### src/rtl/core/assert_macros.svh
// Assertion macros shared by the point rotation RTL.
// Checks compile away when SYNTHESIS is defined; no other dependencies.
`ifndef ASSERT_MACROS_SVH
`define ASSERT_MACROS_SVH
`ifndef SYNTHESIS
// prop is a full property expression, checked at every rising edge outside reset
`define ASSERT_PROP(lbl, clk, rst, prop) \
   lbl: assert property (@(posedge clk) disable iff (rst) prop) \
      else $error("property violated");
// cond must never be true at a rising edge outside reset
`define ASSERT_NEVER(lbl, clk, rst, cond) \
   lbl: assert property (@(posedge clk) disable iff (rst) !(cond)) \
      else $error("forbidden condition seen");
`else
`define ASSERT_PROP(lbl, clk, rst, prop)
`define ASSERT_NEVER(lbl, clk, rst, cond)
`endif
`endif

### src/rtl/core/rpd_pkg.sv
// Shared constants and elaboration-time functions for the point rotation block.
// No dependencies; used by the interfaces and every rpd module.
package rpd_pkg;

   localparam int ITERATIONS_DEF = 24;
   localparam int FRAC_BITS_DEF  = 16;

   localparam int COORD_W    = 32;
   localparam int ANGLE_W    = 26;
   localparam int ANGLE_FRAC = 16;             // input angle is Q9.16 degrees
   localparam int GUARD_BITS = 16;
   localparam int GAIN_FRAC  = 32;
   localparam int PRE_SHIFT  = GAIN_FRAC - GUARD_BITS;
   localparam int CW1        = COORD_W + 1;    // holds a negated most negative coordinate
   localparam int DW         = COORD_W + GUARD_BITS + 4;
   localparam int WRAP_W     = ANGLE_W + 1;
   localparam int RES_W      = 24;             // residual in [-45, 45) degrees, Q16

   localparam logic [GAIN_FRAC-1:0] INV_GAIN = 32'h9B74EDA8;

   localparam logic signed [WRAP_W-1:0] TURN    = WRAP_W'(23592960);
   localparam logic signed [WRAP_W-1:0] QUARTER = WRAP_W'(5898240);
   localparam logic signed [WRAP_W-1:0] EIGHTH  = WRAP_W'(2949120);

   localparam logic signed [COORD_W-1:0] COORD_MAX = {1'b0, {(COORD_W-1){1'b1}}};
   localparam logic signed [COORD_W-1:0] COORD_MIN = {1'b1, {(COORD_W-1){1'b0}}};

   // long division, evaluated only for constants
   function automatic logic [63:0] udiv(input logic [63:0] num, input logic [63:0] den);
      logic [63:0] rem;
      logic [63:0] quo;
      rem = '0;
      quo = '0;
      for (int b = 63; b >= 0; b--) begin
         rem = {rem[62:0], num[b]};
         if (rem >= den) begin
            rem    = rem - den;
            quo[b] = 1'b1;
         end
      end
      return quo;
   endfunction

   // atan(1/d) in Q62 radians by the alternating series
   function automatic logic [63:0] atan_inv_q62(input logic [63:0] d);
      logic [63:0] p;
      logic [63:0] sum;
      logic [63:0] term;
      logic [63:0] d2;
      logic [63:0] k;
      p   = udiv(64'h4000_0000_0000_0000, d);
      sum = '0;
      k   = '0;
      d2  = d * d;
      while (p != 64'd0) begin
         term = udiv(p, 64'd2 * k + 64'd1);
         if (k[0])
            sum = sum - term;
         else
            sum = sum + term;
         p = udiv(p, d2);
         k = k + 64'd1;
      end
      return sum;
   endfunction

   // atan(2^-idx) in degrees with frac fraction bits, rounded to nearest
   function automatic logic [63:0] atan_deg(input int idx, input int frac);
      logic [63:0] qpi;
      logic [63:0] n;
      logic [63:0] q;
      logic [63:0] deg;
      if (idx == 0)
         return 64'd45 << frac;
      qpi = 64'd4 * atan_inv_q62(64'd5) - atan_inv_q62(64'd239);
      n   = atan_inv_q62(64'd1 << idx);
      q   = '0;
      for (int b = 0; b < 56; b++) begin
         n = n << 1;
         q = q << 1;
         if (n >= qpi) begin
            n    = n - qpi;
            q[0] = 1'b1;
         end
      end
      deg = q * 64'd45;
      deg = (deg + (64'd1 << (55 - frac))) >> (56 - frac);
      return deg;
   endfunction

endpackage

### src/rtl/core/rpd_cell.sv
// One CORDIC micro-rotation stage with its own valid/ready register slice.
// Depends on rpd_pkg (atan table function) and assert_macros.svh.
`include "assert_macros.svh"

module rpd_cell #(
   parameter int FRAC_BITS = rpd_pkg::FRAC_BITS_DEF,
   parameter int STAGE     = 0
) (
   input  logic                            clock,
   input  logic                            reset,
   input  logic                            in_valid,
   output logic                            in_ready,
   input  logic signed [rpd_pkg::DW-1:0]   x_d,
   input  logic signed [rpd_pkg::DW-1:0]   y_d,
   input  logic signed [FRAC_BITS+7:0]     z_d,
   output logic                            out_valid,
   input  logic                            out_ready,
   output logic signed [rpd_pkg::DW-1:0]   x_q,
   output logic signed [rpd_pkg::DW-1:0]   y_q,
   output logic signed [FRAC_BITS+7:0]     z_q
);

   localparam int ZW = FRAC_BITS + 8;
   localparam int DW = rpd_pkg::DW;
   localparam logic [63:0]          ANGLE_RAW = rpd_pkg::atan_deg(STAGE, FRAC_BITS);
   localparam logic signed [ZW-1:0] ANGLE     = ANGLE_RAW[ZW-1:0];

   logic                 rdy;
   logic                 v_ff;
   logic signed [DW-1:0] dx, dy, x_ff, y_ff;
   logic signed [ZW-1:0] z_ff;

   assign rdy      = !v_ff || out_ready;
   assign in_ready = rdy;
   assign dx       = y_d >>> STAGE;
   assign dy       = x_d >>> STAGE;

   always_ff @(posedge clock) begin
      if (reset) begin
         v_ff <= 1'b0;
      end else if (rdy) begin
         v_ff <= in_valid;
      end
      if (rdy && in_valid) begin
         if (!z_d[ZW-1]) begin
            x_ff <= x_d - dx;
            y_ff <= y_d + dy;
            z_ff <= z_d - ANGLE;
         end else begin
            x_ff <= x_d + dx;
            y_ff <= y_d - dy;
            z_ff <= z_d + ANGLE;
         end
      end
   end

   assign out_valid = v_ff;
   assign x_q       = x_ff;
   assign y_q       = y_ff;
   assign z_q       = z_ff;

   `ASSERT_PROP(a_cell_hold, clock, reset, (v_ff && !out_ready) |=> (v_ff && $stable(x_ff) && $stable(z_ff)))
   // residual angle stays well inside +/-64 degrees
   `ASSERT_NEVER(a_cell_zrange, clock, reset, v_ff && (z_ff[ZW-1] != z_ff[ZW-2]))

endmodule

### config.mk
export PLATFORM = sky130hd
export DESIGN_NAME = rpd_cell
export DESIGN_NICKNAME = d
export VERILOG_FILES = /design/src/rtl/core/rpd_pkg.sv /design/src/rtl/core/rpd_cell.sv
export VERILOG_INCLUDE_DIRS = /design/src /design/src/rtl/core
export SDC_FILE = /design/constraint.sdc
export NUM_CORES = 1
export LEC_CHECK = 0
export BUFFER_PORTS_ARGS = -buffer_cell sky130_fd_sc_hd__buf_4
export CELL_PAD_IN_SITES_DETAIL_PLACEMENT = 0
export CELL_PAD_IN_SITES_GLOBAL_PLACEMENT = 1
export CORE_MARGIN = 10
export CORE_UTILIZATION = 38
export CTS_CLUSTER_SIZE = 16
export DETAILED_ROUTE_END_ITERATION = 7
export HOLD_SLACK_MARGIN = 0.08
export PLACE_DENSITY = 0.85
export REMOVE_ABC_BUFFERS = 1
export SETUP_SLACK_MARGIN = 0.2
export SYNTH_ARGS = -nofsm -noshare
export SYNTH_HDL_FRONTEND = slang
export SYNTH_SLANG_ARGS = --single-unit
### constraint.sdc
create_clock -name clock -period 11.3 [get_ports clock]
set_clock_uncertainty 0.2 [all_clocks]
set_input_delay 2.26 -clock clock [delete_from_list [all_inputs] [get_ports clock]]
set_output_delay 2.26 -clock clock [all_outputs]
set_load 0.1 [all_outputs]
==> flow_metrics.env <==
export IMPL_final_instance_count_excl_fill=2263
export IMPL_path_clk_slew_ns=0.05
export IMPL_grt_overflow=0
export IMPL_final_common_cell="buf_4"
export IMPL_run_status="finished clean"
export IMPL_place_congestion=0.9442
export IMPL_regArea_sq_um=3834
export IMPL_pin_count=262
export IMPL_hold_buffers=0
export IMPL_tightest_slew_ns=1.055
export IMPL_synthArstFlopShare_pct=0
export IMPL_drv_cap=0
export IMPL_yosysUniqueCellTypes=77
export IMPL_dr_pass1_iters=5
export IMPL_drt_iter0_markers=1164
export IMPL_diodes=0
export IMPL_hold_violations=0
export IMPL_setup_violations_final=0
export IMPL_relSlewSlack_pct=29.49
export IMPL_wirelength_um=49290
export IMPL_portBuffers=261
export IMPL_initial_core_util_pct=38.44
export IMPL_h_tree_depth=4
export IMPL_grtUsageTotal_pct=22.23
export IMPL_num_vias=12880
export IMPL_maxSlewViolCount=0
export IMPL_drc=0
export IMPL_cts_tree="built"
export IMPL_power_density_nw_per_um2=147.2
export IMPL_synth_edf_count=127
export IMPL_hold_path_class="reg -> reg"
export IMPL_syn_to_final_growth_pct=21.54
export IMPL_syn_area_per_cell_sq_um=8.394
export IMPL_nets=2090
export IMPL_cp_required_ns=11.29
export IMPL_netlist_instances=1582
export IMPL_drive_above_1_share_pct=17.87
export IMPL_ys_seq_elements=128
export IMPL_cp_arrival_ns=6.07
export IMPL_avgRoutedWirePerCell_um=21.78
export IMPL_grt_first_pass_wirelength_um=73630
export IMPL_period_needed_ns=6.079
export IMPL_final_antenna_net_count=0
export IMPL_grt_start_max_net_pins=68
export IMPL_die_h_um=206.9
export IMPL_synth_seq_area_share_pct=28.87
export IMPL_cts_resized=0
export IMPL_tns_ns=0
export IMPL_cts_buffer_depth=2
export IMPL_fillers=3405
export IMPL_dieArea_sq_um=42820
export IMPL_rows=68
export IMPL_antenna_found_initial=0
export IMPL_cts_made_buffers=17
export IMPL_end_kind="register"
export IMPL_coreArea_sq_um=34540
export IMPL_cts_root_buf="clkbuf_16"
export IMPL_rsz0062_at_grt="no"
export IMPL_final_cell_mix="buf_4, a21oi_1, ha_1"
export IMPL_synth_area_sq_um=13280
export IMPL_ys_flop_type="edfxtp_1"
export IMPL_detailed_place_hpwl_um=39610
export IMPL_grt_pass1_vias=12300
export IMPL_postCtsSetupBuffers=0
export IMPL_ir_drop_uv=122.6
export IMPL_multi_input_area_sq_um=8579
export IMPL_post_route_period_util_pct=53.79
export IMPL_crit_fanout=15
export IMPL_fmax_mhz=164.5
export IMPL_worst_setup_path_type="in -> reg"
export IMPL_die_x_um=206.9
export IMPL_start_kind="input port"
export IMPL_p_leak_uw=0.007118
export IMPL_cts_sinks=128
export IMPL_placed_cells=2231
export IMPL_yosysWarnings=0
export IMPL_insertion_delay_ns=0.44
export IMPL_viasPerCell=5.690
## kinds of logic (layout without fill, tap and decap cells)
| group | count (synthesis) | in the layout | synth area share [%] |
|---|---|---|---|
| AOI/OAI and AO/OA | 554 | 554 | 26.43 |
| xor gates and xnor gates | 106 | 106 | 6.991 |
| adders and majority gates | 163 | 163 | 15.58 |
| buffers and inverters | 227 | 453 | 6.539 |
| DFF | 128 | 128 | 28.87 |
| muxes | 22 | 22 | 1.677 |
| and+or+nand+nor | 382 | 382 | 13.91 |
## synth_stat cells, types with 6 or more instances
cell type	instances	area [sq um]
a211oi_1	13	97.59
o221ai_1	6	52.55
nand2b_1	14	87.58
o21ai_0	95	475.5
inv_1	151	566.8
edfxtp_1	127	3814
o211ai_1	16	120.1
or3_1	12	75.07
xor2_1	8	70.07
ha_1	159	1989
nand4_1	21	131.4
a21o_1	48	360.4
nor2b_1	16	100.1
o21a_1	13	97.59
o21bai_1	36	270.3
nand3_1	24	120.1
and2_1	9	56.30
a31oi_1	9	56.30
nor4_1	11	68.82
nor3_1	37	185.2
xnor2_1	98	858.3
o31a_1	8	70.07
nand2_1	86	322.8
mux2i_1	20	200.2
clkbuf_1	48	180.2
or2_2	8	50.05
a21oi_1	217	1086
nor2_1	119	446.7
buf_1	20	75.07
o31ai_1	27	202.7
a21boi_0	7	52.55
## sequential cells by signal, summed over array words and instances (netlist names)
name,count
y_q,51
z_q,24
out_valid,1
x_q,52
## final cells by class
type	instances	area share [%]
Inverter	155	3.605
Sequential cell	128	23.75
Clock buffer	19	2.682
Multi-Input combinational cell	1227	53.16
Timing Repair Buffer	266	12.37
Tap cell	455	3.527
Clock inverter	13	0.8993
## per-stage QoR
| step | hold slack [ns] | power, uW | util [%] | cell area [sq um] | setup WS [ns] |
|---|---|---|---|---|---|
| after floorplan | 1.530 | 1489 | - | 12990 | 4.506 |
| after detailed placement | 0.3297 | 1807 | 45.05 | 15560 | 4.820 |
| after global routing | 0.3794 | 2475 | 46.72 | 16140 | 5.013 |
| after global placement | 0.3088 | 1803 | 45.05 | 15560 | 4.967 |
| final | 0.3357 | 2376 | 46.72 | 16140 | 5.221 |
| after CTS | 0.3385 | 2380 | 46.72 | 16140 | 5.287 |
## path summary, 6_finish.rpt
path	startpoint	to	slack [ns]	depth (start not counted)
setup / recovery	x_d[16]	y_q[50]	5.22	13
hold / removal	out_valid	out_valid	0.34	2
setup reg to reg	out_valid	y_q[16]	8.69	3
hold reg to reg	out_valid	out_valid	0.34	2
## where the power goes
group / internal [uW] / switching, uW / leakage (uW)
logic: 310 / 864 / 0.00560
clock network: 342 / 225 / 0.000279
registers: 613 / 22.6 / 0.00124
## critical path, cell delays in order
cell and delay [ns]:
buf_4 0.10, inv_1 0.04, ha_1 0.62, inv_1 0.20, o21a_1 0.18, or3_1 0.34, o31ai_1 0.42, a21oi_1 0.21
o21ba_2 0.30, a21boi_0 0.77, o31a_1 0.28, o221ai_1 0.15, xnor2_1 0.17
## metal layers
| metal | global-route usage, % | wire length [um] | vias to the layer above |
|---|---|---|---|
| met3 | 3.449 | 3728 | 54 |
| met4 | 6.442 | 964 | 0 |
| met2 | 35.69 | 22520 | 565 |
| met1 | 30.29 | 22070 | 6120 |
| li1 | - | - | 6138 |
| met5 | 0 | 0 | - |
Power figures use the tool's default switching activity.
