File: src/rtl/core/assert_macros.svh
// Assertion macros shared by the point rotation RTL.
// Checks compile away when SYNTHESIS is defined; no other dependencies.
`ifndef ASSERT_MACROS_SVH
`define ASSERT_MACROS_SVH
`ifndef SYNTHESIS
// prop is a full property expression, checked at every rising edge outside reset
`define ASSERT_PROP(lbl, clk, rst, prop) \
   lbl: assert property (@(posedge clk) disable iff (rst) prop) \
      else $error("property violated");
// cond must never be true at a rising edge outside reset
`define ASSERT_NEVER(lbl, clk, rst, cond) \
   lbl: assert property (@(posedge clk) disable iff (rst) !(cond)) \
      else $error("forbidden condition seen");
`else
`define ASSERT_PROP(lbl, clk, rst, prop)
`define ASSERT_NEVER(lbl, clk, rst, cond)
`endif
`endif

File: src/rtl/core/rpd_pkg.sv
// Shared constants and elaboration-time functions for the point rotation block.
// No dependencies; used by the interfaces and every rpd module.
package rpd_pkg;

   localparam int ITERATIONS_DEF = 24;
   localparam int FRAC_BITS_DEF  = 16;

   localparam int COORD_W    = 32;
   localparam int ANGLE_W    = 26;
   localparam int ANGLE_FRAC = 16;             // input angle is Q9.16 degrees
   localparam int GUARD_BITS = 16;
   localparam int GAIN_FRAC  = 32;
   localparam int PRE_SHIFT  = GAIN_FRAC - GUARD_BITS;
   localparam int CW1        = COORD_W + 1;    // holds a negated most negative coordinate
   localparam int DW         = COORD_W + GUARD_BITS + 4;
   localparam int WRAP_W     = ANGLE_W + 1;
   localparam int RES_W      = 24;             // residual in [-45, 45) degrees, Q16

   localparam logic [GAIN_FRAC-1:0] INV_GAIN = 32'h9B74EDA8;

   localparam logic signed [WRAP_W-1:0] TURN    = WRAP_W'(23592960);
   localparam logic signed [WRAP_W-1:0] QUARTER = WRAP_W'(5898240);
   localparam logic signed [WRAP_W-1:0] EIGHTH  = WRAP_W'(2949120);

   localparam logic signed [COORD_W-1:0] COORD_MAX = {1'b0, {(COORD_W-1){1'b1}}};
   localparam logic signed [COORD_W-1:0] COORD_MIN = {1'b1, {(COORD_W-1){1'b0}}};

   // long division, evaluated only for constants
   function automatic logic [63:0] udiv(input logic [63:0] num, input logic [63:0] den);
      logic [63:0] rem;
      logic [63:0] quo;
      rem = '0;
      quo = '0;
      for (int b = 63; b >= 0; b--) begin
         rem = {rem[62:0], num[b]};
         if (rem >= den) begin
            rem    = rem - den;
            quo[b] = 1'b1;
         end
      end
      return quo;
   endfunction

   // atan(1/d) in Q62 radians by the alternating series
   function automatic logic [63:0] atan_inv_q62(input logic [63:0] d);
      logic [63:0] p;
      logic [63:0] sum;
      logic [63:0] term;
      logic [63:0] d2;
      logic [63:0] k;
      p   = udiv(64'h4000_0000_0000_0000, d);
      sum = '0;
      k   = '0;
      d2  = d * d;
      while (p != 64'd0) begin
         term = udiv(p, 64'd2 * k + 64'd1);
         if (k[0])
            sum = sum - term;
         else
            sum = sum + term;
         p = udiv(p, d2);
         k = k + 64'd1;
      end
      return sum;
   endfunction

   // atan(2^-idx) in degrees with frac fraction bits, rounded to nearest
   function automatic logic [63:0] atan_deg(input int idx, input int frac);
      logic [63:0] qpi;
      logic [63:0] n;
      logic [63:0] q;
      logic [63:0] deg;
      if (idx == 0)
         return 64'd45 << frac;
      qpi = 64'd4 * atan_inv_q62(64'd5) - atan_inv_q62(64'd239);
      n   = atan_inv_q62(64'd1 << idx);
      q   = '0;
      for (int b = 0; b < 56; b++) begin
         n = n << 1;
         q = q << 1;
         if (n >= qpi) begin
            n    = n - qpi;
            q[0] = 1'b1;
         end
      end
      deg = q * 64'd45;
      deg = (deg + (64'd1 << (55 - frac))) >> (56 - frac);
      return deg;
   endfunction

endpackage

File: src/rtl/core/rpd_prep.sv
// Front end: angle wrap, quarter-turn swap, inverse-gain prescale (three stages).
// Depends on rpd_pkg and assert_macros.svh.
`include "assert_macros.svh"

module rpd_prep #(
   parameter int FRAC_BITS = rpd_pkg::FRAC_BITS_DEF
) (
   input  logic                                 clock,
   input  logic                                 reset,
   input  logic                                 in_valid,
   output logic                                 in_ready,
   input  logic signed [rpd_pkg::COORD_W-1:0]   x_in,
   input  logic signed [rpd_pkg::COORD_W-1:0]   y_in,
   input  logic signed [rpd_pkg::ANGLE_W-1:0]   angle_deg,
   output logic                                 out_valid,
   input  logic                                 out_ready,
   output logic signed [rpd_pkg::DW-1:0]        x_q,
   output logic signed [rpd_pkg::DW-1:0]        y_q,
   output logic signed [FRAC_BITS+7:0]          z_q
);

   localparam int ZW     = FRAC_BITS + 8;
   localparam int CW1    = rpd_pkg::CW1;
   localparam int PW     = 2 * CW1;
   localparam int DW     = rpd_pkg::DW;
   localparam int WRAP_W = rpd_pkg::WRAP_W;
   localparam int RES_W  = rpd_pkg::RES_W;
   localparam int PSH    = rpd_pkg::PRE_SHIFT;

   localparam logic signed [WRAP_W-1:0] TURN    = rpd_pkg::TURN;
   localparam logic signed [WRAP_W-1:0] QUARTER = rpd_pkg::QUARTER;
   localparam logic signed [WRAP_W-1:0] EIGHTH  = rpd_pkg::EIGHTH;
   localparam logic signed [CW1-1:0]    GAIN    = {1'b0, rpd_pkg::INV_GAIN};

   typedef enum logic [1:0] {QUAD_0, QUAD_90, QUAD_180, QUAD_270} quad_type;

   logic                     rdy1, rdy2, rdy3;
   logic                     v1_ff, v2_ff, v3_ff;
   logic signed [WRAP_W-1:0] a_base, a_once, a_wrap, a_res;
   logic signed [RES_W-1:0]  res;
   quad_type                 quad;
   logic signed [CW1-1:0]    x_ext, y_ext, x_rot, y_rot;
   logic signed [ZW-1:0]     z_scaled;
   logic signed [CW1-1:0]    x1_ff, y1_ff;
   logic signed [ZW-1:0]     z1_ff, z2_ff, z3_ff;
   logic signed [PW-1:0]     px_in, py_in, px_ff, py_ff, px_rnd, py_rnd;
   logic signed [DW-1:0]     x3_in, y3_in, x3_ff, y3_ff;

   assign rdy3     = !v3_ff || out_ready;
   assign rdy2     = !v2_ff || rdy3;
   assign rdy1     = !v1_ff || rdy2;
   assign in_ready = rdy1;

   // wrap into one turn, then pick the nearest quarter (ties up)
   always_comb begin
      a_base = WRAP_W'(angle_deg);
      a_once = (a_base < 0) ? a_base + TURN : a_base;
      if (a_once < 0)
         a_wrap = a_once + TURN;
      else if (a_once >= TURN)
         a_wrap = a_once - TURN;
      else
         a_wrap = a_once;

      priority if (a_wrap >= TURN - EIGHTH) begin
         quad  = QUAD_0;
         a_res = a_wrap - TURN;
      end else if (a_wrap >= TURN - QUARTER - EIGHTH) begin
         quad  = QUAD_270;
         a_res = a_wrap - (TURN - QUARTER);
      end else if (a_wrap >= QUARTER + EIGHTH) begin
         quad  = QUAD_180;
         a_res = a_wrap - (QUARTER + QUARTER);
      end else if (a_wrap >= QUARTER - EIGHTH) begin
         quad  = QUAD_90;
         a_res = a_wrap - QUARTER;
      end else begin
         quad  = QUAD_0;
         a_res = a_wrap;
      end
      res = RES_W'(a_res);

      x_ext = CW1'(x_in);
      y_ext = CW1'(y_in);
      unique case (quad)
         QUAD_0: begin
            x_rot = x_ext;
            y_rot = y_ext;
         end
         QUAD_90: begin
            x_rot = -y_ext;
            y_rot = x_ext;
         end
         QUAD_180: begin
            x_rot = -x_ext;
            y_rot = -y_ext;
         end
         QUAD_270: begin
            x_rot = y_ext;
            y_rot = -x_ext;
         end
      endcase
   end

   generate
      if (FRAC_BITS >= rpd_pkg::ANGLE_FRAC) begin : g_up
         assign z_scaled = ZW'(res) <<< (FRAC_BITS - rpd_pkg::ANGLE_FRAC);
      end else begin : g_down
         localparam int DOWN = rpd_pkg::ANGLE_FRAC - FRAC_BITS;
         logic signed [RES_W-1:0] res_rnd;
         assign res_rnd  = res + (RES_W'(1) <<< (DOWN - 1));
         assign z_scaled = ZW'(res_rnd >>> DOWN);
      end
   endgenerate

   assign px_in  = PW'(x1_ff) * PW'(GAIN);
   assign py_in  = PW'(y1_ff) * PW'(GAIN);
   assign px_rnd = px_ff + (PW'(1) <<< (PSH - 1));
   assign py_rnd = py_ff + (PW'(1) <<< (PSH - 1));
   assign x3_in  = DW'(px_rnd >>> PSH);
   assign y3_in  = DW'(py_rnd >>> PSH);

   always_ff @(posedge clock) begin
      if (reset) begin
         v1_ff <= 1'b0;
         v2_ff <= 1'b0;
         v3_ff <= 1'b0;
      end else begin
         if (rdy1) v1_ff <= in_valid;
         if (rdy2) v2_ff <= v1_ff;
         if (rdy3) v3_ff <= v2_ff;
      end
      if (rdy1 && in_valid) begin
         x1_ff <= x_rot;
         y1_ff <= y_rot;
         z1_ff <= z_scaled;
      end
      if (rdy2 && v1_ff) begin
         px_ff <= px_in;
         py_ff <= py_in;
         z2_ff <= z1_ff;
      end
      if (rdy3 && v2_ff) begin
         x3_ff <= x3_in;
         y3_ff <= y3_in;
         z3_ff <= z2_ff;
      end
   end

   assign out_valid = v3_ff;
   assign x_q       = x3_ff;
   assign y_q       = y3_ff;
   assign z_q       = z3_ff;

   // a stalled front end is a full front end
   `ASSERT_PROP(a_prep_full, clock, reset, !in_ready |-> (v1_ff && v2_ff && v3_ff))

endmodule

File: config.mk
export PLATFORM = sky130hd
export DESIGN_NAME = rpd_prep
export DESIGN_NICKNAME = d
export VERILOG_FILES = /design/src/rtl/core/rpd_pkg.sv /design/src/rtl/core/rpd_prep.sv
export VERILOG_INCLUDE_DIRS = /design/src /design/src/rtl/core
export SDC_FILE = /design/constraint.sdc
export NUM_CORES = 2
export LEC_CHECK = 0
export BUFFER_PORTS_ARGS = -buffer_cell sky130_fd_sc_hd__buf_4
export CAP_MARGIN = 20
export CORE_UTILIZATION = 40
export DETAILED_ROUTE_END_ITERATION = 8
export SYNTH_ARGS = -nofsm -noshare
export SYNTH_HDL_FRONTEND = slang
export SYNTH_SLANG_ARGS = --single-unit
export TNS_END_PERCENT = 50
File: constraint.sdc
create_clock -name clock -period 15.19 [get_ports clock]
set_clock_uncertainty 0.2 [all_clocks]
set_input_delay 2.2785 -clock clock [delete_from_list [all_inputs] [get_ports clock]]
set_output_delay 2.2785 -clock clock [all_outputs]
set_load 0.01 [all_outputs]
==> flow_metrics.tcl <==
set metrics [dict create \
    synthTopCellsByArea "fa_1 32%, edfxtp_1 19%, ha_1 18%, inv_1 8.9%, xnor2_1 3.5%" \
    grt_pass1_vias 38500 \
    hpwl_um 136000 \
    initial_core_util_pct 40.3 \
    final_net_count 7147 \
    syn_nets 6929 \
    crit_path_max_incr_delay_ns 0.80 \
    yosys.area.top_type "fa_1" \
    drt_first_pass_iters 9 \
    yosysMostFrequentCell "inv_1" \
    grt_pass1_wl_um 238000 \
    status "finished clean" \
    postCtsSetupBuffers 0 \
    clkTransAtPathRegs_ns 0.06 \
    wirelength_um 157000 \
    drive_gt1_share_pct 6.86 \
    timing.setup.tns_ns 0 \
    hold_viol_final 0 \
    wl_per_cell_um 21.8 \
    antenna_found_initial 25 \
    drc 0 \
    track_usage_pct 23.0 \
    final_util_pct 44.2 \
    maxCapViolations 0 \
    syn_inst 5171 \
    yosysSeqAreaShare_pct 18.8 \
    clk_path_buf_depth 3 \
    ioPinCount 224 \
    ctsResizeCount 0 \
    yosysTopAreaCellShare_pct 32.2 \
    min_from "z1_ff[2]" \
    cts_hold_buf 0 \
    tightest_slew_ns 1.00 \
    register_area_mm2 0.0103 \
    grt-ovfl-total 0 \
    end_kind "flip-flop" \
    setup_viol 0 \
    startpoint_type "flip-flop" \
    timing.rr.start "y1_ff[3]" \
    synth-edff-count 340 \
    synth_commonest_cells "1299 x inv_1, 878 x fa_1, 786 x ha_1" \
    critical_path_class "reg2reg" \
    synth_seq_cells 343 \
    yosysWarnings 0 \
    netlist_area_mm2 0.0546 \
    cts_tree "yes" \
    yosysUniqueCellTypes 84 \
    insertion_delay_ns 0.64 \
    htree_levels 2 \
    cts.sinks 343 \
    placementRows 135 \
    multiInputGateArea_mm2 0.0391 \
    numCtsBuffers 45 \
    drtAntennaViolNets 0 \
    place_congestion 1.01 \
    crit_start "y1_ff[3]" \
    synth-async-reset-ratio_pct 0 \
    port_buffers 223 \
    core_mm2 0.135 \
    fmax_mhz 109 \
    root_buffer "clkbuf_16" \
    synth_area_per_cell_um2 10.6 \
    synth_top_flop_cell "edfxtp_1" \
    crit_top_cell "fa_1" \
    min_period_ns 9.20 \
    cpMaxStageDelayCell "o21ai_0" \
    hold_class "reg2reg" \
    die-area_mm2 0.138 \
    drt-initial-drc-count 2722 \
    drv_slew 0 \
    crit_fanout 8 \
    rsz0062_at_grt "no" \
    required_ns 15.38 \
    vias_per_cell 5.17 \
    die_w_um 371 \
    chipHeight_um 371 \
    crit_arrival_ns 9.39 \
    vias 37300 \
    grt_max_degree 71 \
    slew_headroom_pct 31.5 \
    fillers 13000 \
    area_delta_synth_final_pct 9.82 \
    fin_crit_sh_pct 60.6 \
]
[state kept, by name (all words and copies together) (netlist names)]
signal	flops
px_ff	51
py_ff	51
x_q	50
y_q	50
x1_ff	33
y1_ff	33
z1_ff	24
z2_ff	24
z_q	24
out_valid	1
v1_ff	1
v2_ff	1
[critical path, delay by kind of cell, from the launching register on]
kind,cells,cell delay [ns]
AO/OA/AOI/OAI,9,3.15
adder cells (fa/ha/maj),9,3.73
buffers and inverters,4,0.22
AND/OR/NAND/NOR,2,0.36
XOR/XNOR,3,0.74
flip-flops,1,0.54
[stage by stage]
stage                     std cells  hold WS, ns  cell area, µm²  worst slack (ns)
after global routing           7207        0.223           59900              5.35
after detailed placement       7123        0.205           58400              6.03
after CTS                      7203        0.213           59900              6.00
after global placement         7123        0.201           58400              6.16
final                          7208        0.214           59900              5.99
after floorplan                5171        0.200           54600              2.71
[logic make-up after synthesis]
group / after synthesis / synth area share, %
simple gates: 696 / 6.39
buf+inv: 1382 / 9.57
compound gates: 657 / 8.07
mux: 7 / 0.128
xor+xnor: 422 / 6.77
flops: 343 / 18.8
fa+ha+maj: 1664 / 50.2
[cells in the final DEF, fill, tap and decap left out, types with 12 or more instances in the layout]
cell type / netlist / layout
a221o_1: 15 / 15
nand3_1: 57 / 57
a21o_1: 104 / 104
ha_1: 786 / 786
nor2_1: 160 / 159
nor2b_1: 25 / 24
edfxtp_1: 340 / 340
and4_1: 12 / 12
o21a_1: 29 / 28
nand2b_1: 22 / 22
fa_1: 878 / 878
and2_1: 15 / 15
inv_1: 1299 / 1298
xor2_1: 202 / 202
nor4_1: 21 / 21
a21oi_1: 186 / 186
or3_1: 32 / 32
clkbuf_16: 0 / 46
or2_2: 21 / 21
buf_4: 4 / 252
xnor2_1: 220 / 220
nor3_1: 61 / 61
a211oi_1: 14 / 14
nand4_1: 33 / 33
and3_1: 30 / 30
a222oi_1: 25 / 25
o21bai_1: 12 / 12
a211o_1: 14 / 14
a31oi_1: 26 / 25
nand2_1: 173 / 173
o21ai_0: 110 / 110
[routing by layer]
| layer | track usage [%] | part of all wire (%) | vias to the layer above |
|---|---|---|---|
| li1 | - | - | 17200 |
| met1 | 34.1 | 47 | 18800 |
| met3 | 3.73 | 6.6 | 167 |
| met5 | 0 | 0.12 | - |
| met4 | 4.53 | 2.1 | 28 |
| met2 | 35.4 | 44 | 1140 |
[area by class of cell]
cell class / count / area share, %
Multi-Input combinational cell: 3446 / 65.3
Sequential cell: 343 / 17.1
Antenna cell: 5 / 0.0209
Clock inverter: 28 / 0.564
Tap cell: 1781 / 3.72
Inverter: 1301 / 8.15
Clock buffer: 52 / 1.96
Timing Repair Buffer: 252 / 3.16
[worst paths after layout]
| check | end | slack, ns | cells past startpoint |
|---|---|---|---|
| hold / removal | z2_ff[2] | 0.21 | 0 |
| setup / recovery | py_ff[64] | 5.99 | 27 |
| hold reg to reg | z2_ff[2] | 0.21 | 0 |
| setup reg to reg | py_ff[64] | 5.99 | 27 |
Power is not shown: default switching activity piles up to over one toggle a cycle in this logic, so the estimate is an artifact.
