==> src/rtl/core/assert_macros.svh <==
// Assertion macros shared by the point rotation RTL.
// Checks compile away when SYNTHESIS is defined; no other dependencies.
`ifndef ASSERT_MACROS_SVH
`define ASSERT_MACROS_SVH
`ifndef SYNTHESIS
// prop is a full property expression, checked at every rising edge outside reset
`define ASSERT_PROP(lbl, clk, rst, prop) \
   lbl: assert property (@(posedge clk) disable iff (rst) prop) \
      else $error("property violated");
// cond must never be true at a rising edge outside reset
`define ASSERT_NEVER(lbl, clk, rst, cond) \
   lbl: assert property (@(posedge clk) disable iff (rst) !(cond)) \
      else $error("forbidden condition seen");
`else
`define ASSERT_PROP(lbl, clk, rst, prop)
`define ASSERT_NEVER(lbl, clk, rst, cond)
`endif
`endif

==> src/rtl/core/rpd_pkg.sv <==
// Shared constants and elaboration-time functions for the point rotation block.
// No dependencies; used by the interfaces and every rpd module.
package rpd_pkg;

   localparam int ITERATIONS_DEF = 24;
   localparam int FRAC_BITS_DEF  = 16;

   localparam int COORD_W    = 32;
   localparam int ANGLE_W    = 26;
   localparam int ANGLE_FRAC = 16;             // input angle is Q9.16 degrees
   localparam int GUARD_BITS = 16;
   localparam int GAIN_FRAC  = 32;
   localparam int PRE_SHIFT  = GAIN_FRAC - GUARD_BITS;
   localparam int CW1        = COORD_W + 1;    // holds a negated most negative coordinate
   localparam int DW         = COORD_W + GUARD_BITS + 4;
   localparam int WRAP_W     = ANGLE_W + 1;
   localparam int RES_W      = 24;             // residual in [-45, 45) degrees, Q16

   localparam logic [GAIN_FRAC-1:0] INV_GAIN = 32'h9B74EDA8;

   localparam logic signed [WRAP_W-1:0] TURN    = WRAP_W'(23592960);
   localparam logic signed [WRAP_W-1:0] QUARTER = WRAP_W'(5898240);
   localparam logic signed [WRAP_W-1:0] EIGHTH  = WRAP_W'(2949120);

   localparam logic signed [COORD_W-1:0] COORD_MAX = {1'b0, {(COORD_W-1){1'b1}}};
   localparam logic signed [COORD_W-1:0] COORD_MIN = {1'b1, {(COORD_W-1){1'b0}}};

   // long division, evaluated only for constants
   function automatic logic [63:0] udiv(input logic [63:0] num, input logic [63:0] den);
      logic [63:0] rem;
      logic [63:0] quo;
      rem = '0;
      quo = '0;
      for (int b = 63; b >= 0; b--) begin
         rem = {rem[62:0], num[b]};
         if (rem >= den) begin
            rem    = rem - den;
            quo[b] = 1'b1;
         end
      end
      return quo;
   endfunction

   // atan(1/d) in Q62 radians by the alternating series
   function automatic logic [63:0] atan_inv_q62(input logic [63:0] d);
      logic [63:0] p;
      logic [63:0] sum;
      logic [63:0] term;
      logic [63:0] d2;
      logic [63:0] k;
      p   = udiv(64'h4000_0000_0000_0000, d);
      sum = '0;
      k   = '0;
      d2  = d * d;
      while (p != 64'd0) begin
         term = udiv(p, 64'd2 * k + 64'd1);
         if (k[0])
            sum = sum - term;
         else
            sum = sum + term;
         p = udiv(p, d2);
         k = k + 64'd1;
      end
      return sum;
   endfunction

   // atan(2^-idx) in degrees with frac fraction bits, rounded to nearest
   function automatic logic [63:0] atan_deg(input int idx, input int frac);
      logic [63:0] qpi;
      logic [63:0] n;
      logic [63:0] q;
      logic [63:0] deg;
      if (idx == 0)
         return 64'd45 << frac;
      qpi = 64'd4 * atan_inv_q62(64'd5) - atan_inv_q62(64'd239);
      n   = atan_inv_q62(64'd1 << idx);
      q   = '0;
      for (int b = 0; b < 56; b++) begin
         n = n << 1;
         q = q << 1;
         if (n >= qpi) begin
            n    = n - qpi;
            q[0] = 1'b1;
         end
      end
      deg = q * 64'd45;
      deg = (deg + (64'd1 << (55 - frac))) >> (56 - frac);
      return deg;
   endfunction

endpackage

==> src/rtl/core/rpd_post.sv <==
// Output stage: drop guard bits with round half up, clip to Q16.16, hold result.
// Depends on rpd_pkg and assert_macros.svh.
`include "assert_macros.svh"

module rpd_post (
   input  logic                                 clock,
   input  logic                                 reset,
   input  logic                                 in_valid,
   output logic                                 in_ready,
   input  logic signed [rpd_pkg::DW-1:0]        x_d,
   input  logic signed [rpd_pkg::DW-1:0]        y_d,
   output logic                                 out_valid,
   input  logic                                 out_ready,
   output logic signed [rpd_pkg::COORD_W-1:0]   x_out,
   output logic signed [rpd_pkg::COORD_W-1:0]   y_out,
   output logic                                 saturated
);

   localparam int DW = rpd_pkg::DW;
   localparam int CW = rpd_pkg::COORD_W;
   localparam int G  = rpd_pkg::GUARD_BITS;

   logic                 rdy;
   logic                 v_ff, sat_ff;
   logic signed [DW-1:0] xr, yr;
   logic                 x_fits, y_fits;
   logic signed [CW-1:0] x_clip, y_clip, x_ff, y_ff;

   assign rdy      = !v_ff || out_ready;
   assign in_ready = rdy;

   assign xr     = (x_d + (DW'(1) <<< (G - 1))) >>> G;
   assign yr     = (y_d + (DW'(1) <<< (G - 1))) >>> G;
   // fits when all bits from the top down to the sign position agree
   assign x_fits = (&xr[DW-1:CW-1]) || !(|xr[DW-1:CW-1]);
   assign y_fits = (&yr[DW-1:CW-1]) || !(|yr[DW-1:CW-1]);
   assign x_clip = x_fits ? xr[CW-1:0] : (xr[DW-1] ? rpd_pkg::COORD_MIN : rpd_pkg::COORD_MAX);
   assign y_clip = y_fits ? yr[CW-1:0] : (yr[DW-1] ? rpd_pkg::COORD_MIN : rpd_pkg::COORD_MAX);

   always_ff @(posedge clock) begin
      if (reset) begin
         v_ff <= 1'b0;
      end else if (rdy) begin
         v_ff <= in_valid;
      end
      if (rdy && in_valid) begin
         x_ff   <= x_clip;
         y_ff   <= y_clip;
         sat_ff <= !x_fits || !y_fits;
      end
   end

   assign out_valid = v_ff;
   assign x_out     = x_ff;
   assign y_out     = y_ff;
   assign saturated = sat_ff;

   `ASSERT_PROP(a_post_satbound, clock, reset, (v_ff && sat_ff) |-> (x_ff == rpd_pkg::COORD_MAX || x_ff == rpd_pkg::COORD_MIN || y_ff == rpd_pkg::COORD_MAX || y_ff == rpd_pkg::COORD_MIN))

endmodule

==> config.mk <==
export PLATFORM = sky130hd
export DESIGN_NAME = rpd_post
export DESIGN_NICKNAME = d
export VERILOG_FILES = /design/src/rtl/core/rpd_pkg.sv /design/src/rtl/core/rpd_post.sv
export VERILOG_INCLUDE_DIRS = /design/src /design/src/rtl/core
export SDC_FILE = /design/constraint.sdc
export NUM_CORES = 1
export LEC_CHECK = 0
export BUFFER_PORTS_ARGS = -buffer_cell sky130_fd_sc_hd__buf_4
export CAP_MARGIN = 10
export CELL_PAD_IN_SITES_DETAIL_PLACEMENT = 2
export CELL_PAD_IN_SITES_GLOBAL_PLACEMENT = 2
export CORE_UTILIZATION = 31
export DETAILED_ROUTE_END_ITERATION = 8
export PLACE_DENSITY = 0.91
export RECOVER_POWER = 25
export SYNTH_ARGS = -nofsm -noshare
export SYNTH_HDL_FRONTEND = slang
export SYNTH_SLANG_ARGS = --single-unit
export TNS_END_PERCENT = 50
==> constraint.sdc <==
create_clock -name clock -period 7.78 [get_ports clock]
set_input_delay 1.556 -clock clock [delete_from_list [all_inputs] [get_ports clock]]
set_output_delay 1.556 -clock clock [all_outputs]
set_load 0.1 [all_outputs]
==> flow_summary.yaml, run 1 <==
setup_path:
  worstSetupEndpointType: "flop"
  worstSetupPathType: "primary input to flop"
  critPathArrivalTime_ns: 4.36
  cp.required_ns: 7.84
  start_kind: "primary input"
  cp_max_fo: 19
clock_tree:
  cts_resized: 0
  cts_setup_buffers: 0
  root_buffer: "clkbuf_16"
  clk_pin_slew_worst_paths_ns: 0.05
  tritoncts: "yes"
  clk_path_buf_depth: 2
  h-tree-depth: 3
  clk_latency_ns: 0.33
  cts_made_buffers: 9
  cts_hold_buffers: 0
  cts_sinks: 66
placement:
  portBuffers: 144
  dp_hpwl_um: 10630
  dp_cells: 682
  place_area_um2: 5310
  gp_congestion: 0.7760
power:
  clockPowerShare_pct: 33.6
  p_sw_w: 0.0004066
  combPwrFrac_pct: 28.6
  ir_drop_uv: 92.97
  p_seq_share_pct: 37.8
  power.internal_w: 0.0007361
  total_leakage_power_nw: 1.937
  switching_share_pct: 35.58
  powerDensity_nw_per_um2: 209.4
synthesis:
  synth-compound-area-share_pct: 10.92
  yosysSeqAreaShare_pct: 48.46
  ys_seq_elements: 66
  synth_cell_types: 51
  synth_warnings: 0
  synthAdderAreaFrac_pct: 0.6150
  synthTopCellsByArea: "edfxtp_1 (48%), xor2_1 (8.2%), xnor2_1 (5.6%)"
  yosysTopAreaCellShare_pct: 47.97
  synth_flop_cell: "edfxtp_1"
  syn_area_per_cell_um2: 10.68
  synth_top_family_by_area: "simple AND/OR/NAND/NOR gates"
  synthCells: 381
  synth_edf_count: 65
  synth_mux_area_share_pct: 0.7380
  yosysTopAreaCell: "edfxtp_1"
  netlist_area_um2: 4069
  async_reset_ff_share_pct: 0
  synth_xor_area_share_pct: 13.78
  yosys.area_share.simple_pct: 21.92
  synthesis.nets: 491
cells_and_area:
  seqCellArea_um2: 1972
  multi_input_area_um2: 1974
  fin_area_um2: 5456
  nets: 633
  utilization_pct: 42.89
  n_fill_cell: 1415
  area_delta_synth_final_pct: 34.10
  antennaDiodeCount: 0
  drive_gt1_share_pct: 26.14
  final-instance-count-excl-fill: 700
detailed_routing:
  vias: 3670
  drtIter0Drc: 140
  wl_um: 13870
  firstDrtPassIters: 4
  wl_per_cell_um: 19.81
  drc: 0
  final_antenna_net_count: 0
  routed_via_density: 5.243
timing:
  clock.fmax_ghz: 0.2327
  finalHoldViolCount: 0
  min_period_ns: 4.298
  grt_setup_unrepaired: "no"
  slew_violations: 0
  max_slew_margin_pct: 16.49
  setup_tns_ns: 0
  period_share_pct: 55.24
  skew_ns: 0.004530
  setup_viol_count_final: 0
  tightest_slew_ns: 1.258
floorplanning:
  die_h_um: 116.6
  core_um2: 12720
  rows: 41
  die_area_um2: 13590
  io_pins: 175
  fp.dieW_um: 116.6
  initial_utilization_pct: 31.98
flow_run:
  cap_viol_max_count: 0
global_route:
  grt_usage_pct: 20.74
  grt_pass1_vias: 3976
  grt_max_degree: 66
  grt.overflow.total: 0
  antenna_found_initial: 0
  grt_pass1_wl_um: 21250
status:
  outcome: "complete, no violations"
min_path:
  hp-class: "flop to flop"
[cell type report]
type                    instances  share of cell area [%]
multi-input cells             287                   36.18
flip-flops and latches         66                   36.14
repair buffers                151                   17.98
clock buffers                  14                   5.022
well taps                     172                   3.944
inverters                       8                  0.5503
clock inverters                 2                  0.1834
[routing by layer]
layer / wire length (um) / up-vias / GRT usage (%) / share of wire, %
met5: 0 / - / 0 / 0
met4: 225 / 0 / 6.667 / 1.6
met3: 845 / 19 / 4.463 / 6.1
met2: 7359 / 125 / 38.90 / 53
met1: 5439 / 1800 / 23.21 / 39
li1: - / 1726 / - / -
[cell usage in the layout (no fill, tap or decap), types with 3 or more instances in the layout]
| master | count |
|---|---|
| and3_1 | 14 |
| and4_1 | 8 |
| buf_4 | 100 |
| clkbuf_1 | 50 |
| clkbuf_16 | 9 |
| clkbuf_8 | 3 |
| edfxtp_1 | 65 |
| inv_1 | 8 |
| mux2i_1 | 3 |
| nand2_1 | 26 |
| nand2b_1 | 3 |
| nand3_1 | 21 |
| nand4_1 | 19 |
| nor2_1 | 24 |
| nor3b_1 | 3 |
| o21ai_1 | 30 |
| o21ai_2 | 3 |
| o22ai_1 | 30 |
| xnor2_1 | 25 |
| xor2_1 | 38 |
[stage by stage]
stage	power, W	setup slack (ns)	hold slack (ns)
after floorplan	0.0006724	3.343	1.625
after global placement	0.0007647	3.242	0.4952
after detailed placement	0.0007786	3.115	0.5607
after CTS	0.001166	3.447	0.5711
after global routing	0.001181	3.347	0.5912
final	0.001143	3.482	0.5566
[cells in the mapped netlist (5+ instances only)]
cell type / n
nand4_1: 19
nor2_1: 24
and4_1: 8
nand3_1: 21
edfxtp_1: 65
o21ai_1: 32
nand2_1: 26
o22ai_1: 30
and3_1: 14
xor2_1: 38
inv_1: 8
xnor2_1: 26
buf_2: 5
clkbuf_1: 9
[power by group through the flow]
stage	sequential, W	clock, W	combinational [W]
floorplan	0.000605	0	0.0000670
global placement	0.000437	0	0.000328
global route	0.000434	0.000407	0.000340
detailed placement	0.000440	0	0.000339
CTS	0.000433	0.000393	0.000340
finish	0.000432	0.000384	0.000327
[path summary, 6_finish.rpt]
| path | start | to | slack [ns] | depth (start not counted) |
|---|---|---|---|---|
| hold / removal | out_valid | out_valid | 0.56 | 2 |
| hold reg to reg | out_valid | out_valid | 0.56 | 2 |
| setup reg to reg | out_valid | x_out[29] | 6.13 | 3 |
| setup / recovery | x_d[15] | x_out[4] | 3.48 | 9 |
[flip-flops by register name, indices dropped and copies added, names as in the netlist]
name       cells
out_valid      1
saturated      1
x_out         32
y_out         32
[critical path, stage by stage]
cell      delay, ns
buf_4          0.10
ha_1           0.18
nand3_1        0.23
nor4_4         0.65
and3_1         0.34
o211ai_1       0.14
a22oi_2        0.62
buf_4          0.38
o22ai_1        0.14
[cell families (layout without fill, tap and decap cells)]
| kind of cell | count (synthesis) | count (layout) |
|---|---|---|
| AO/OA/AOI/OAI | 74 | 74 |
| XOR/XNOR | 64 | 64 |
| adder cells (fa/ha/maj) | 2 | 2 |
| buffers and inverters | 28 | 175 |
| flip-flops | 66 | 66 |
| multiplexers | 3 | 3 |
| AND/OR/NAND/NOR | 144 | 144 |
Power figures use the tool's default switching activity.
==> inputs of run 2 (changes only) <==
--- a/config.mk
+++ b/config.mk
@@ -10,9 +10,9 @@
 export CAP_MARGIN = 10
 export CELL_PAD_IN_SITES_DETAIL_PLACEMENT = 2
 export CELL_PAD_IN_SITES_GLOBAL_PLACEMENT = 2
-export CORE_UTILIZATION = 31
+export CORE_UTILIZATION = 29
 export DETAILED_ROUTE_END_ITERATION = 8
-export PLACE_DENSITY = 0.91
+export PLACE_DENSITY = 0.86
 export RECOVER_POWER = 25
 export SYNTH_ARGS = -nofsm -noshare
 export SYNTH_HDL_FRONTEND = slang
==> constraint.sdc (replaced) <==
create_clock -name clock -period 4.2 [get_ports clock]
set_input_delay 0.84 -clock clock [delete_from_list [all_inputs] [get_ports clock]]
set_output_delay 0.84 -clock clock [all_outputs]
set_load 0.1 [all_outputs]
==> run 2 against run 1 <==
  * The flow now finishes with violations (max-capacitance violations, max-slew violations)
  * Largest power group unchanged
  * Die area increased by 6.8%
  * Sequential power increased by 85%
  * Sequential share of layout area decreased by 1.3 points
  * Via count decreased by 0.98%
  * Power increased by 91%
  * Final cell count increased by 1.1%
  * Flip-flop and latch count unchanged
  * Critical path depth unchanged
  * Clock-buffer cell count unchanged
  * Non-clock buffer count increased by 4
  * First-iteration DRC count decreased by 21%
  * Critical endpoint is now x_out[12]
==> flow_summary.yaml, run 2 (same netlist as run 1, synthesis figures left out) <==
clock_tree:
  cts_sinks: 66
  cts_setup_buffers: 0
  clk_pin_slew_worst_paths_ns: 0.05
  h-tree-depth: 3
  cts_resized: 0
  cts_hold_buffers: 0
  root_buffer: "clkbuf_16"
  clk_path_buf_depth: 2
  cts_made_buffers: 9
  tritoncts: "yes"
  clk_latency_ns: 0.33
detailed_routing:
  drc: 0
  routed_via_density: 5.133
  vias: 3634
  final_antenna_net_count: 0
  drtIter0Drc: 110
  firstDrtPassIters: 4
  wl_per_cell_um: 18.36
  wl_um: 13000
power:
  switching_share_pct: 34.21
  p_sw_w: 0.0007460
  combPwrFrac_pct: 28.6
  p_total_w: 0.002181
  clockPowerShare_pct: 34.7
  total_leakage_power_nw: 2.118
  powerDensity_nw_per_um2: 385.0
  power.internal_w: 0.001434
  ir_drop_uv: 188.6
  p_seq_share_pct: 36.7
placement:
  place_area_um2: 5373
  portBuffers: 144
  dp_hpwl_um: 10170
  gp_congestion: 0.7951
cells_and_area:
  final_common_cell: "buf_4"
  antennaDiodeCount: 0
  area_delta_synth_final_pct: 39.21
  fin_area_um2: 5664
  drive_gt1_share_pct: 35.15
  final_cell_mix: "buf_4 (151), edfxtp_1 (65), xor2_1 (38)"
  nets: 637
  utilization_pct: 42.10
global_route:
  grt_pass1_wl_um: 20620
  grt.overflow.total: 0
  grt_pass1_vias: 3921
  antenna_found_initial: 0
  grt_max_degree: 35
  grt_usage_pct: 18.35
timing:
  setup_viol_count_final: 0
  slew_violations: 67
  finalHoldViolCount: 0
  max_slew_margin_pct: -29.23
  period_share_pct: 73.10
  clock.fmax_ghz: 0.3257
  tightest_slew_ns: 1.938
  grt_setup_unrepaired: "no"
  setup_tns_ns: 0
  skew_ns: 0.003437
  min_period_ns: 3.070
setup_path:
  worstPathCellList: "buf_4 > ha_1 > nand3_1 > nor4_4 > and3_1 > o211ai_1 > a22oi_2 > buf_12 > o22ai_1"
  cp.required_ns: 4.25
  start_kind: "primary input"
  worstSetupEndpointType: "flop"
  r2r_setup_slack_ns: 1.78
  rr_startpoint: "out_valid"
  cp-startpoint: "x_d[16]"
  cp_max_fo: 26
  cp-endpoint: "x_out[12]"
  reg2reg_depth: 3
  regToRegEndpoint: "x_out[29]"
  critPathArrivalTime_ns: 3.12
  worstSetupPathType: "primary input to flop"
  critPathSlowestCell: "nor4_4"
  cp_slowest_stage_delay_ns: 0.51
floorplanning:
  fp.dieW_um: 120.5
  core_um2: 13450
  io_pins: 175
  die_area_um2: 14510
  rows: 42
  initial_utilization_pct: 30.25
  die_h_um: 120.5
status:
  outcome: "complete, but fails checks"
  failed_checks: "max-capacitance violations, max-slew violations"
min_path:
  hp-class: "flop to flop"
flow_run:
  cap_viol_max_count: 2
==> run 2: changes by cell type in the layout (fill, tap and decap cells not counted), sizes merged <==
cell and delta:
buf +50, bufinv +1, clkbuf -46, clkinv -1
==> run 2: power groups by stage <==
stage	clock network, W	logic [W]	registers, W
5_1_grt	0.000796	0.000652	0.000803
6_report	0.000756	0.000625	0.000800
4_1_cts	0.000775	0.000630	0.000799
2_1_floorplan	0	0.000124	0.00112
3_3_place_gp	0	0.000614	0.000809
3_5_place_dp	0	0.000629	0.000812
==> run 2: worst min path at each step <==
stage	startpoint	end	cells past startpoint	slack (ns)
after detailed placement	out_valid	out_valid	2	0.58
after floorplan	reset	out_valid	1	0.91
after global placement	out_valid	out_valid	2	0.50
final	out_valid	out_valid	2	0.57
after CTS	out_valid	out_valid	2	0.59
after global routing	out_valid	out_valid	2	0.59
==> run 2: worst max-delay path: cells and delay by family <==
kind            cells  cell delay, ns
buf+inv             2            0.34
simple gates        3            1.04
compound gates      3            0.69
fa+ha+maj           1            0.18
==> run 2: area by class of cell <==
type                            count  area [um^2]
Timing Repair Buffer              155         1169
Fill cell                        1456         7789
Tap cell                          176        220.2
Sequential cell                    66         1972
Multi-Input combinational cell    287         1974
Clock inverter                      2        35.03
Clock buffer                       14        264.0
Inverter                            8        30.03
==> run 2: layer usage <==
| metal | wire length [um] | global-route usage (%) | vias to the layer above |
|---|---|---|---|
| met1 | 5175 | 20.78 | 1780 |
| met3 | 764 | 4.104 | 13 |
| met5 | 0 | 0 | - |
| li1 | - | - | 1732 |
| met2 | 6910 | 34.09 | 109 |
| met4 | 151 | 5.401 | 0 |
==> run 2: stage by stage <==
stage          std cells  hold slack (ns)  worst slack [ns]
2_1_floorplan        381           0.9091            0.4788
3_3_place_gp         692           0.5002            0.8776
3_5_place_dp         692           0.5828            0.7316
4_1_cts              708           0.5909             1.080
5_1_grt              708           0.5913            0.9524
6_report             708           0.5713             1.130
==> inputs of run 3 (changes only) <==
--- a/config.mk
+++ b/config.mk
@@ -10,9 +10,9 @@
 export CAP_MARGIN = 10
 export CELL_PAD_IN_SITES_DETAIL_PLACEMENT = 2
 export CELL_PAD_IN_SITES_GLOBAL_PLACEMENT = 2
-export CORE_UTILIZATION = 29
+export CORE_UTILIZATION = 26
 export DETAILED_ROUTE_END_ITERATION = 8
-export PLACE_DENSITY = 0.86
+export PLACE_DENSITY = 0.81
 export RECOVER_POWER = 25
 export SYNTH_ARGS = -nofsm -noshare
 export SYNTH_HDL_FRONTEND = slang
==> constraint.sdc (replaced) <==
create_clock -name clock -period 2.7 [get_ports clock]
set_input_delay 0.54 -clock clock [delete_from_list [all_inputs] [get_ports clock]]
set_output_delay 0.54 -clock clock [all_outputs]
set_load 0.1 [all_outputs]
==> run 3 against run 2 <==
  * The run still ends with max-capacitance violations, max-slew violations left
  * Power is 64% higher
  * Clock power is 76% higher
  * Worst hold slack worse by 0.20 ns
  * Final cell count is 7.6% higher
  * Via count is 2.1% higher
  * Largest cell class unchanged
  * Routed wire length is 6.5% higher
  * Worst setup slack worse by 0.86 ns
  * Sequential share of layout area is 1.6 points lower
  * Clock-buffer cell count is 2 lower
  * Core utilization is 3.2 points lower
==> flow_summary.yaml, run 3 (same netlist as run 1, synthesis figures left out) <==
status:
  outcome: "complete, but fails checks"
  failed_checks: "max-capacitance violations, max-slew violations"
timing:
  min_period_ns: 2.433
  grt_setup_unrepaired: "no"
  clock.fmax_ghz: 0.4111
  skew_ns: 0.005657
  slew_violations: 66
  tightest_slew_ns: 1.735
  setup_viol_count_final: 0
  setup_tns_ns: 0
  fin_hold_ws_ns: 0.3741
  finalHoldViolCount: 0
  max_slew_margin_pct: -15.64
  period_share_pct: 90.09
setup_path:
  worstSetupEndpointType: "flop"
  start_kind: "primary input"
  worstPathCellList: "buf_4 > ha_1 > nand4_2 > or3_4 > nor4b_2 > xnor2_1 > nor4_4 > buf_12 > o21ai_1"
  regToRegEndpoint: "y_out[5]"
  critPathArrivalTime_ns: 2.51
  rr_startpoint: "out_valid"
  crit_buf_inv: 2
  crit_family: "simple AND/OR/NAND/NOR gates"
  cp-endpoint: "y_out[20]"
  reg2reg_depth: 3
  worstSetupPathType: "primary input to flop"
  crit_cells: 9
  critPathSlowestCell: "nor4_4"
  cp-startpoint: "y_d[15]"
  cp_slowest_stage_delay_ns: 0.40
  cp.required_ns: 2.78
  cp_max_fo: 25
  r2r_setup_slack_ns: 0.47
power:
  switching_share_pct: 33.74
  ir_drop_uv: 299.0
  p_seq_share_pct: 34.8
  clockPowerShare_pct: 37.3
  total_leakage_power_nw: 2.250
  powerDensity_nw_per_um2: 601.9
  combPwrFrac_pct: 27.9
  p_sw_w: 0.001205
  p_total_w: 0.003573
  power.internal_w: 0.002367
clock_tree:
  clk_latency_ns: 0.33
  cts_sinks: 66
  clk_path_buf_depth: 2
  cts_resized: 0
  root_buffer: "clkbuf_16"
  clk_pin_slew_worst_paths_ns: 0.06
  cts_hold_buffers: 0
  cts_setup_buffers: 0
  cts_made_buffers: 9
  h-tree-depth: 3
  tritoncts: "yes"
cells_and_area:
  final_common_cell: "buf_4"
  final_cell_mix: "buf_4 (168), edfxtp_1 (65), xor2_1 (38)"
  area_delta_synth_final_pct: 45.88
  drive_gt1_share_pct: 38.48
  antennaDiodeCount: 0
  seqCellArea_um2: 1972
  nets: 656
  fin_area_um2: 5936
  n_fill_cell: 1602
  multi_input_area_um2: 1977
floorplanning:
  rows: 45
  core_um2: 15260
  die_area_um2: 16150
  initial_utilization_pct: 26.67
  die_h_um: 127.1
  io_pins: 175
  fp.dieW_um: 127.1
detailed_routing:
  firstDrtPassIters: 4
  wl_per_cell_um: 18.17
  wl_um: 13840
  final_antenna_net_count: 0
  drc: 0
  vias: 3711
  drtIter0Drc: 134
  routed_via_density: 4.870
placement:
  place_area_um2: 5612
  gp_congestion: 0.7822
  portBuffers: 144
  dp_hpwl_um: 10700
global_route:
  grt_max_degree: 66
  grt.overflow.total: 0
  grt_usage_pct: 17.51
  antenna_found_initial: 0
  grt_pass1_vias: 4076
  grt_pass1_wl_um: 21700
min_path:
  hp-class: "primary input to flop"
flow_run:
  cap_viol_max_count: 1
## run 3: worst reg2reg max path, delay by kind of cell, from the launching register on
kind / cells / cell delay [ns]
simple gates: 2 / 0.22
buf+inv: 1 / 1.25
flops: 1 / 0.32
## run 3: how the worst min path moves through the flow
stage | from | slack, ns | endpoint | cells after the start
final | reset | 0.37 | out_valid | 2
after global routing | reset | 0.36 | out_valid | 2
after detailed placement | out_valid | 0.52 | out_valid | 2
after floorplan | reset | 0.61 | out_valid | 1
after global placement | out_valid | 0.48 | out_valid | 2
after CTS | reset | 0.36 | out_valid | 2
## run 3: layout make-up
class / instances / share of cell area (%)
Tap cell: 211 / 4.448
Sequential cell: 66 / 33.22
Clock buffer: 12 / 4.490
Inverter: 8 / 0.5059
Timing Repair Buffer: 174 / 22.81
Multi-Input combinational cell: 287 / 33.31
Clock inverter: 4 / 1.223
## run 3: power groups by stage
stage	sequential (W)	combinational, W	clock [W]
after floorplan	0.00174	0.000194	0
after global placement	0.00126	0.000979	0
after detailed placement	0.00126	0.00101	0
after CTS	0.00124	0.00101	0.00137
after global routing	0.00125	0.00104	0.00140
final	0.00124	0.000997	0.00133
## run 3: metal layers
metal  vias up  share of wire (%)  global-route usage (%)  routed length (um)
met5         -                  0                       0                   0
met4         0                1.7                   6.092                 230
met3        16                5.1                   3.853                 711
met2       112                 54                   33.45                7511
met1      1813                 39                   18.89                5389
li1       1770                  -                       -                   -
## run 3: metrics by stage
stage          cells  utilization (%)  setup WS [ns]
2_1_floorplan    381                -        0.03101
3_3_place_gp     746            36.78       -0.02877
3_5_place_dp     746            36.78        -0.1179
4_1_cts          762            39.00         0.2363
5_1_grt          762            38.90         0.1391
6_report         762            38.90         0.2675
